$ cat config.mk
export PLATFORM = sky130hd
export DESIGN_NAME = speed_sign_confirm
export DESIGN_NICKNAME = d
export VERILOG_FILES = /design/src/rtl/core/ssc_pkg.sv /design/src/rtl/core/ssc_area_stage.sv /design/src/rtl/core/ssc_presence.sv /design/src/rtl/core/speed_sign_confirm.sv
export SDC_FILE = /design/constraint.sdc
export NUM_CORES = 1
export LEC_CHECK = 0
export BUFFER_PORTS_ARGS = -buffer_cell sky130_fd_sc_hd__buf_2
export CORE_ASPECT_RATIO = 1.5
export CORE_UTILIZATION = 40
export DETAILED_ROUTE_END_ITERATION = 8
export SLEW_MARGIN = 20
export SYNTH_ARGS = -nofsm -noshare
export SYNTH_HDL_FRONTEND = slang
export SYNTH_SLANG_ARGS = --single-unit
$ cat constraint.sdc
create_clock -name aclk -period 12 [get_ports aclk]
set_input_delay 2.4 -clock aclk [delete_from_list [all_inputs] [get_ports aclk]]
set_output_delay 2.4 -clock aclk [all_outputs]
set_load 0.005 [all_outputs]
$ cat src/rtl/core/ssc_pkg.sv
package ssc_pkg;

    localparam logic [3:0] SIGN_NONE    = 4'd0;
    localparam logic [3:0] SIGN_END     = 4'd1;
    localparam logic [3:0] SIGN_INVALID = 4'd15;

    localparam logic [15:0] CONFIRM_MIN_RST = 16'd200;
    localparam logic [15:0] CONFIRM_MAX_RST = 16'd10000;
    localparam logic [15:0] CLEAR_MIN_RST   = 16'd1000;
    localparam logic [15:0] CLEAR_MAX_RST   = 16'd10000;

    typedef enum logic [1:0] {
        CFG_CONFIRM_MIN = 2'd0,
        CFG_CONFIRM_MAX = 2'd1,
        CFG_CLEAR_MIN   = 2'd2,
        CFG_CLEAR_MAX   = 2'd3
    } cfg_idx_t;

    typedef struct packed {
        logic [15:0] confirm_min;
        logic [15:0] confirm_max;
        logic [15:0] clear_min;
        logic [15:0] clear_max;
    } cfg_t;

    // One detected object after the area stage (area travels beside it).
    typedef struct packed {
        logic [3:0]  code;
        logic [31:0] now;
        logic        last;
    } item_t;

    function automatic logic [6:0] kmh_of(input logic [3:0] code);
        logic [6:0] kmh;
        case (code)
            4'd2:    kmh = 7'd5;
            4'd3:    kmh = 7'd10;
            4'd4:    kmh = 7'd20;
            4'd5:    kmh = 7'd30;
            4'd6:    kmh = 7'd40;
            4'd7:    kmh = 7'd50;
            4'd8:    kmh = 7'd60;
            4'd9:    kmh = 7'd70;
            4'd10:   kmh = 7'd80;
            4'd11:   kmh = 7'd90;
            4'd12:   kmh = 7'd100;
            4'd13:   kmh = 7'd110;
            4'd14:   kmh = 7'd120;
            default: kmh = 7'd0;
        endcase
        return kmh;
    endfunction

endpackage

$ cat src/rtl/core/ssc_area_stage.sv
module ssc_area_stage
    import ssc_pkg::*;
#(
    parameter int COORD_BITS = 12
) (
    input  logic                    aclk,
    input  logic                    aresetn,
    input  logic                    s_valid,
    output logic                    s_ready,
    input  logic [3:0]              s_sign_code,
    input  logic [COORD_BITS-1:0]   s_box_x1,
    input  logic [COORD_BITS-1:0]   s_box_y1,
    input  logic [COORD_BITS-1:0]   s_box_x2,
    input  logic [COORD_BITS-1:0]   s_box_y2,
    input  logic [31:0]             s_now_ms,
    input  logic                    s_frame_end,
    input  logic                    take,
    output logic                    a_valid,
    output item_t                   a_item,
    output logic [2*COORD_BITS-1:0] a_area
);

    logic                    valid_reg, valid_next;
    item_t                   item_reg;
    logic [2*COORD_BITS-1:0] area_reg;
    logic [COORD_BITS-1:0]   dx, dy;
    logic                    counts;
    logic [2*COORD_BITS-1:0] area_next;
    logic                    load;

    assign s_ready = !valid_reg || take;
    assign load    = s_valid && s_ready;

    // Code 15 means nothing; empty or inverted boxes weigh zero.
    assign counts = (s_sign_code != SIGN_NONE) && (s_sign_code != SIGN_INVALID) &&
                    (s_box_x2 > s_box_x1) && (s_box_y2 > s_box_y1);
    assign dx = s_box_x2 - s_box_x1;
    assign dy = s_box_y2 - s_box_y1;
    assign area_next = counts ? ({{COORD_BITS{1'b0}}, dx} * {{COORD_BITS{1'b0}}, dy}) : '0;

    always_comb begin
        valid_next = valid_reg;
        if (load) begin
            valid_next = 1'b1;
        end else if (take) begin
            valid_next = 1'b0;
        end
    end

    always_ff @(posedge aclk) begin
        if (!aresetn) begin
            valid_reg <= 1'b0;
        end else begin
            valid_reg <= valid_next;
        end
    end

    always_ff @(posedge aclk) begin
        if (load) begin
            item_reg.code <= (s_sign_code == SIGN_INVALID) ? SIGN_NONE : s_sign_code;
            item_reg.now  <= s_now_ms;
            item_reg.last <= s_frame_end;
            area_reg      <= area_next;
        end
    end

    assign a_valid = valid_reg;
    assign a_item  = item_reg;
    assign a_area  = area_reg;

endmodule

$ cat src/rtl/core/ssc_presence.sv
module ssc_presence
    import ssc_pkg::*;
#(
    parameter int AREA_BITS = 24
) (
    input  logic                 aclk,
    input  logic                 aresetn,
    input  logic                 a_valid,
    input  item_t                a_item,
    input  logic [AREA_BITS-1:0] a_area,
    input  cfg_t                 cfg,
    output logic                 take,
    output logic                 m_valid,
    input  logic                 m_ready,
    output logic                 m_limit_event,
    output logic [6:0]           m_limit_kmh,
    output logic                 m_remove_event,
    output logic                 m_sign_present,
    output logic [3:0]           m_held_sign
);

    logic [AREA_BITS-1:0] best_area_reg, best_area_next;
    logic [3:0]           best_sign_reg, best_sign_next;
    logic                 present_reg, present_next;
    logic [3:0]           held_reg, held_next;
    logic [31:0]          seen_reg, seen_next;
    logic [31:0]          lost_reg, lost_next;
    logic                 m_valid_reg, m_valid_next;
    logic                 lim_ev_reg, rem_ev_reg;
    logic [6:0]           kmh_reg;
    logic                 present_out_reg;
    logic [3:0]           held_out_reg;

    logic                 out_free;
    logic                 larger;
    logic [3:0]           frame_sign;
    logic [31:0]          dt_seen, dt_lost;
    logic                 lim_ev, rem_ev;
    logic                 frame_done;

    assign out_free   = !m_valid_reg || m_ready;
    assign take       = a_valid && (!a_item.last || out_free);
    assign frame_done = take && a_item.last;

    assign larger     = a_area > best_area_reg;
    assign frame_sign = larger ? a_item.code : best_sign_reg;
    assign dt_seen    = a_item.now - seen_reg;
    assign dt_lost    = a_item.now - lost_reg;

    always_comb begin
        present_next = present_reg;
        held_next    = held_reg;
        seen_next    = seen_reg;
        lost_next    = lost_reg;
        lim_ev       = 1'b0;
        rem_ev       = 1'b0;
        if (present_reg && frame_sign == SIGN_NONE) begin
            lost_next    = a_item.now;
            present_next = 1'b0;
        end else if (!present_reg && frame_sign != SIGN_NONE) begin
            seen_next    = a_item.now;
            held_next    = frame_sign;
            present_next = 1'b1;
        end else if (present_reg) begin
            if (frame_sign != held_reg) begin
                seen_next = a_item.now;
                held_next = frame_sign;
            end else if (dt_seen > {16'd0, cfg.confirm_min} &&
                         dt_seen < {16'd0, cfg.confirm_max}) begin
                if (frame_sign == SIGN_END) begin
                    rem_ev = 1'b1;
                end else begin
                    lim_ev = 1'b1;
                end
            end
        end else begin
            if (dt_lost > {16'd0, cfg.clear_min} && dt_lost < {16'd0, cfg.clear_max}) begin
                held_next = SIGN_NONE;
            end
        end
    end

    always_comb begin
        best_area_next = best_area_reg;
        best_sign_next = best_sign_reg;
        if (frame_done) begin
            best_area_next = '0;
            best_sign_next = SIGN_NONE;
        end else if (take && larger) begin
            best_area_next = a_area;
            best_sign_next = a_item.code;
        end
    end

    always_comb begin
        m_valid_next = m_valid_reg && !m_ready;
        if (frame_done) begin
            m_valid_next = 1'b1;
        end
    end

    always_ff @(posedge aclk) begin
        if (!aresetn) begin
            best_area_reg <= '0;
            best_sign_reg <= SIGN_NONE;
            present_reg   <= 1'b0;
            held_reg      <= SIGN_NONE;
            seen_reg      <= '0;
            lost_reg      <= '0;
            m_valid_reg   <= 1'b0;
        end else begin
            best_area_reg <= best_area_next;
            best_sign_reg <= best_sign_next;
            m_valid_reg   <= m_valid_next;
            if (frame_done) begin
                present_reg <= present_next;
                held_reg    <= held_next;
                seen_reg    <= seen_next;
                lost_reg    <= lost_next;
            end
        end
    end

    always_ff @(posedge aclk) begin
        if (frame_done) begin
            lim_ev_reg      <= lim_ev;
            rem_ev_reg      <= rem_ev;
            kmh_reg         <= lim_ev ? kmh_of(frame_sign) : 7'd0;
            present_out_reg <= present_next;
            held_out_reg    <= held_next;
        end
    end

    assign m_valid        = m_valid_reg;
    assign m_limit_event  = lim_ev_reg;
    assign m_limit_kmh    = kmh_reg;
    assign m_remove_event = rem_ev_reg;
    assign m_sign_present = present_out_reg;
    assign m_held_sign    = held_out_reg;

`ifndef SYNTHESIS
    a_one_event: assert property (@(posedge aclk) disable iff (!aresetn)
        m_valid |-> !(m_limit_event && m_remove_event))
        else $error("limit and remove events in one beat");

    a_kmh_matches_event: assert property (@(posedge aclk) disable iff (!aresetn)
        m_valid |-> ((m_limit_kmh != 7'd0) == m_limit_event))
        else $error("limit_kmh disagrees with limit_event");

    a_event_needs_sign: assert property (@(posedge aclk) disable iff (!aresetn)
        m_valid && (m_limit_event || m_remove_event) |->
            m_sign_present && m_held_sign != SIGN_NONE)
        else $error("event without a held sign");

    a_best_cleared: assert property (@(posedge aclk) disable iff (!aresetn)
        frame_done |=> best_area_reg == '0 && best_sign_reg == SIGN_NONE)
        else $error("frame best not cleared at frame end");
`endif

endmodule

$ cat src/rtl/core/speed_sign_confirm.sv
// Speed sign confirmation. Feed detected objects one beat each on s_*; mark
// the last object of a frame with s_frame_end (an empty frame is one beat with
// code 0). Within a frame the sign with the strictly largest box area wins;
// at frame end a presence filter runs and exactly one result beat leaves on
// m_*, with a limit or end-of-limit event when the same sign has been held for
// a time strictly between confirm_min_ms and confirm_max_ms, and the held sign
// forgotten after an absence strictly between clear_min_ms and clear_max_ms.
// Throughput is one object per clock unless a frame end beat waits on a stalled
// result; the frame end beat passes the object register before the result
// register loads: the box area multiply sits in front of the object register,
// and the best-sign compare and the filter update sit between it and the
// result register. A stalled result stalls only frame end beats; other objects
// flow until one waits in the object register. Write cfg_* only while idle.
module speed_sign_confirm
    import ssc_pkg::*;
#(
    parameter int COORD_BITS = 12
) (
    input  logic                  aclk,
    input  logic                  aresetn,
    // configuration writes
    input  logic                  cfg_valid,
    output logic                  cfg_ready,
    input  logic [1:0]            cfg_index,
    input  logic [15:0]           cfg_wdata,
    // detected objects
    input  logic                  s_valid,
    output logic                  s_ready,
    input  logic [3:0]            s_sign_code,
    input  logic [COORD_BITS-1:0] s_box_x1,
    input  logic [COORD_BITS-1:0] s_box_y1,
    input  logic [COORD_BITS-1:0] s_box_x2,
    input  logic [COORD_BITS-1:0] s_box_y2,
    input  logic [31:0]           s_now_ms,
    input  logic                  s_frame_end,
    // per-frame results
    output logic                  m_valid,
    input  logic                  m_ready,
    output logic                  m_limit_event,
    output logic [6:0]            m_limit_kmh,
    output logic                  m_remove_event,
    output logic                  m_sign_present,
    output logic [3:0]            m_held_sign
);

    cfg_t                    cfg_reg, cfg_next;
    logic                    a_valid;
    item_t                   a_item;
    logic [2*COORD_BITS-1:0] a_area;
    logic                    take;

    // Registers always writable; an idle block on change is up to the user.
    assign cfg_ready = 1'b1;

    always_comb begin
        cfg_next = cfg_reg;
        if (cfg_valid) begin
            case (cfg_idx_t'(cfg_index))
                CFG_CONFIRM_MIN: cfg_next.confirm_min = cfg_wdata;
                CFG_CONFIRM_MAX: cfg_next.confirm_max = cfg_wdata;
                CFG_CLEAR_MIN:   cfg_next.clear_min   = cfg_wdata;
                CFG_CLEAR_MAX:   cfg_next.clear_max   = cfg_wdata;
                default:         cfg_next = cfg_reg;
            endcase
        end
    end

    always_ff @(posedge aclk) begin
        if (!aresetn) begin
            cfg_reg.confirm_min <= CONFIRM_MIN_RST;
            cfg_reg.confirm_max <= CONFIRM_MAX_RST;
            cfg_reg.clear_min   <= CLEAR_MIN_RST;
            cfg_reg.clear_max   <= CLEAR_MAX_RST;
        end else begin
            cfg_reg <= cfg_next;
        end
    end

    // Stage 1: register the object with its box area.
    ssc_area_stage #(
        .COORD_BITS(COORD_BITS)
    ) u_area (
        .aclk        (aclk),
        .aresetn     (aresetn),
        .s_valid     (s_valid),
        .s_ready     (s_ready),
        .s_sign_code (s_sign_code),
        .s_box_x1    (s_box_x1),
        .s_box_y1    (s_box_y1),
        .s_box_x2    (s_box_x2),
        .s_box_y2    (s_box_y2),
        .s_now_ms    (s_now_ms),
        .s_frame_end (s_frame_end),
        .take        (take),
        .a_valid     (a_valid),
        .a_item      (a_item),
        .a_area      (a_area)
    );

    // Stage 2: track the frame's best sign, run the filter at frame end.
    ssc_presence #(
        .AREA_BITS(2*COORD_BITS)
    ) u_presence (
        .aclk           (aclk),
        .aresetn        (aresetn),
        .a_valid        (a_valid),
        .a_item         (a_item),
        .a_area         (a_area),
        .cfg            (cfg_reg),
        .take           (take),
        .m_valid        (m_valid),
        .m_ready        (m_ready),
        .m_limit_event  (m_limit_event),
        .m_limit_kmh    (m_limit_kmh),
        .m_remove_event (m_remove_event),
        .m_sign_present (m_sign_present),
        .m_held_sign    (m_held_sign)
    );

endmodule

==> impl_metrics.tcl <==
set metrics [dict create \
    top_usage_layer "met2" \
    ir_worst_vdd_v 0.0002868 \
    cts_tree "yes" \
    syn_area_mm2 0.02018 \
    synthAdderAreaFrac_pct 25.26 \
    yosysMostFrequentCell "inv_1" \
    vias 16550 \
    worstMarginPinSlew_ns 1.109 \
    hp-class "reg -> reg" \
    cp-end-kind "flip-flop" \
    tns_ns 0 \
    routedWlPerCell_um 16.71 \
    multi_input_area_mm2 0.01309 \
    synth_simple_gate_area_share_pct 17.66 \
    met1_usage_pct 21.26 \
    synth-main-ff-cell "dfxtp_1" \
    grtUsageMet2_pct 41.15 \
    cts_setup_buffers 0 \
    grt_max_degree 109 \
    initial_utilization_pct 40.63 \
    syn-num-nets 2852 \
    synth_top_family_by_area "adder cells" \
    nets 2934 \
    skew_ns 0.01546 \
    min_path_cells 2 \
    async_reset_ff_share_pct 0 \
    synth_compound_area_share_pct 15.48 \
    synth_edf_count 75 \
    met3_usage_pct 1.447 \
    setup_viol 0 \
    largest_reg_flops 64 \
    synth_mux_area_share_pct 2.226 \
    rsz0062_at_grt "no" \
    drt_pre_antenna_iters 6 \
    grt_pass1_vias 16910 \
    pin_count 125 \
    synthTopCellsByArea "dfxtp_1 16%, ha_1 15%, edfxtp_1 11%, fa_1 10%, inv_1 6.5%" \
    seqCellArea_mm2 0.005515 \
    avgSynthCellArea_um2 8.413 \
    r2r_cells 20 \
    drv_slew 0 \
    yosys_warnings 0 \
    hold_viol 0 \
    cts_repair_resize_count 0 \
    synth_xor_xnor_area_share_pct 3.993 \
    status "complete, no violations" \
    path_clk_slew_ns 0.06 \
    synthTopCellsByCount "350 x inv_1, 337 x nand2_1, 241 x ha_1, 163 x dfxtp_1, 134 x a21oi_1" \
    areaGrowthSynthToFinish_pct 10.22 \
    p_leak_uw 0.009796 \
    numPortBuffers 123 \
    slowest_stage "o41ai_1" \
    crit_fanout 7 \
    grt-ovfl-total 0 \
    track_usage_pct 20.80 \
    rows 100 \
    p_per_area_mw_per_mm2 277.7 \
    wl_um 52830 \
    fin_crit_ns 10.15 \
    drc 0 \
    yosys.area.top_type_share_pct 16.17 \
    critical-path-max-stage-delay_ns 0.68 \
    drt_iter0_markers 594 \
    fillCellCount 4915 \
    hpwl_um 42580 \
    clk_latency_ns 0.55 \
    arrival_ns 10.42 \
    final_util_pct 44.78 \
    die_h_um 277.1 \
    post-route-period-util_pct 84.62 \
    ant_nets 0 \
    drive_gt1_share_pct 8.043 \
    cts_hold_buf 0 \
    numCtsBuffers 24 \
    die_width_um 185.4 \
    cts_sinks 238 \
    start_kind "input pin" \
    clock_path_buffers 3 \
    diodes 0 \
    htree_levels 1 \
    syn_inst 2399 \
    clockRootBuffer "clkbuf_16" \
    grt_pass1_wl_um 84850 \
    synth_seq_cells 238 \
    ys_seq_area_share_pct 27.33 \
    die_area_mm2 0.05138 \
    maxCapViolations 0 \
    vias_per_cell 5.233 \
    routabilityCongestion 0.9321 \
    fmax_mhz 98.49 \
    core_mm2 0.04967 \
    path_class "in -> reg" \
    slew_headroom_pct 25.85 \
    synth_area_leader_cell "dfxtp_1" \
    antenna_found_initial 0 \
    ys_types 75 \
    cp_common_cell "fa_1" \
    hold_slack_ns 0.4538 \
    crit_required_ns 12.27 \
]
## path summary, 6_finish.rpt
kind                               startpoint                     endpoint  slack, ns
setup / recovery                  s_box_y1[1]            u_area.a_area[22]       1.85
hold / removal    u_presence.best_area_reg[9]  u_presence.best_area_reg[9]       0.45
setup reg to reg             u_area.a_item[2]    u_presence.m_limit_kmh[5]       6.00
hold reg to reg   u_presence.best_area_reg[9]  u_presence.best_area_reg[9]       0.45
## layout make-up
class                      count  area share (%)
timing repair buffer         135           3.184
clock inverter                 7          0.3769
clock buffer                  37           3.150
inverter                     351           5.923
tap                          663           3.729
sequential                   238           24.79
multi-input combinational   1731           58.84
## power by group
part | switching [µW] | internal, µW | leakage [µW] | total [µW]
clock network | 325 | 444 | 0.000386 | 769
logic | 2540 | 1910 | 0.00734 | 4450
registers | 40.4 | 917 | 0.00207 | 957
## worst max-delay path, delay by kind of cell
family                   cells  cell delay (ns)
AO/OA/AOI/OAI               10             2.99
XOR/XNOR                     2             0.48
buffers and inverters        5             0.35
adder cells (fa/ha/maj)      7             3.16
AND/OR/NAND/NOR              7             1.04
## metrics by stage
stage	setup WS, ns	power, µW	std cells	cell area [µm²]
after detailed placement	1.261	5430	3118	21460
after floorplan	2.403	4507	2399	20180
after global routing	1.105	6952	3162	22240
final	1.846	6177	3162	22240
after global placement	1.500	5269	3118	21450
after CTS	1.835	6246	3162	22240
## cell usage in the layout, fill, tap and decap left out, types with 37 or more instances in the layout
cell,instances
a21oi_1,134
edfxtp_1,75
o21ai_0,90
a21o_1,53
mux2i_1,37
nand3_1,63
inv_1,350
nor2_1,126
nor2b_1,55
ha_1,241
dfxtp_1,163
fa_1,104
a21boi_0,52
xnor2_1,56
nand2_1,337
nor3_1,37
buf_2,122
## layer usage
metal  share of wire, %  wire, µm
met5                  0         0
met4                5.2      2747
met3                2.8      1485
met2                 55     28880
met1                 37     19710
## logic make-up (layout without fill, tap and decap cells)
logic type	count (synthesis)	in the layout
AND/OR/NAND/NOR	763	763
AO/OA/AOI/OAI	488	488
buffers and inverters	430	530
adder cells (fa/ha/maj)	345	345
flip-flops	238	238
XOR/XNOR	92	92
multiplexers	42	42
other	1	1
(Power assumes the default switching activity.)
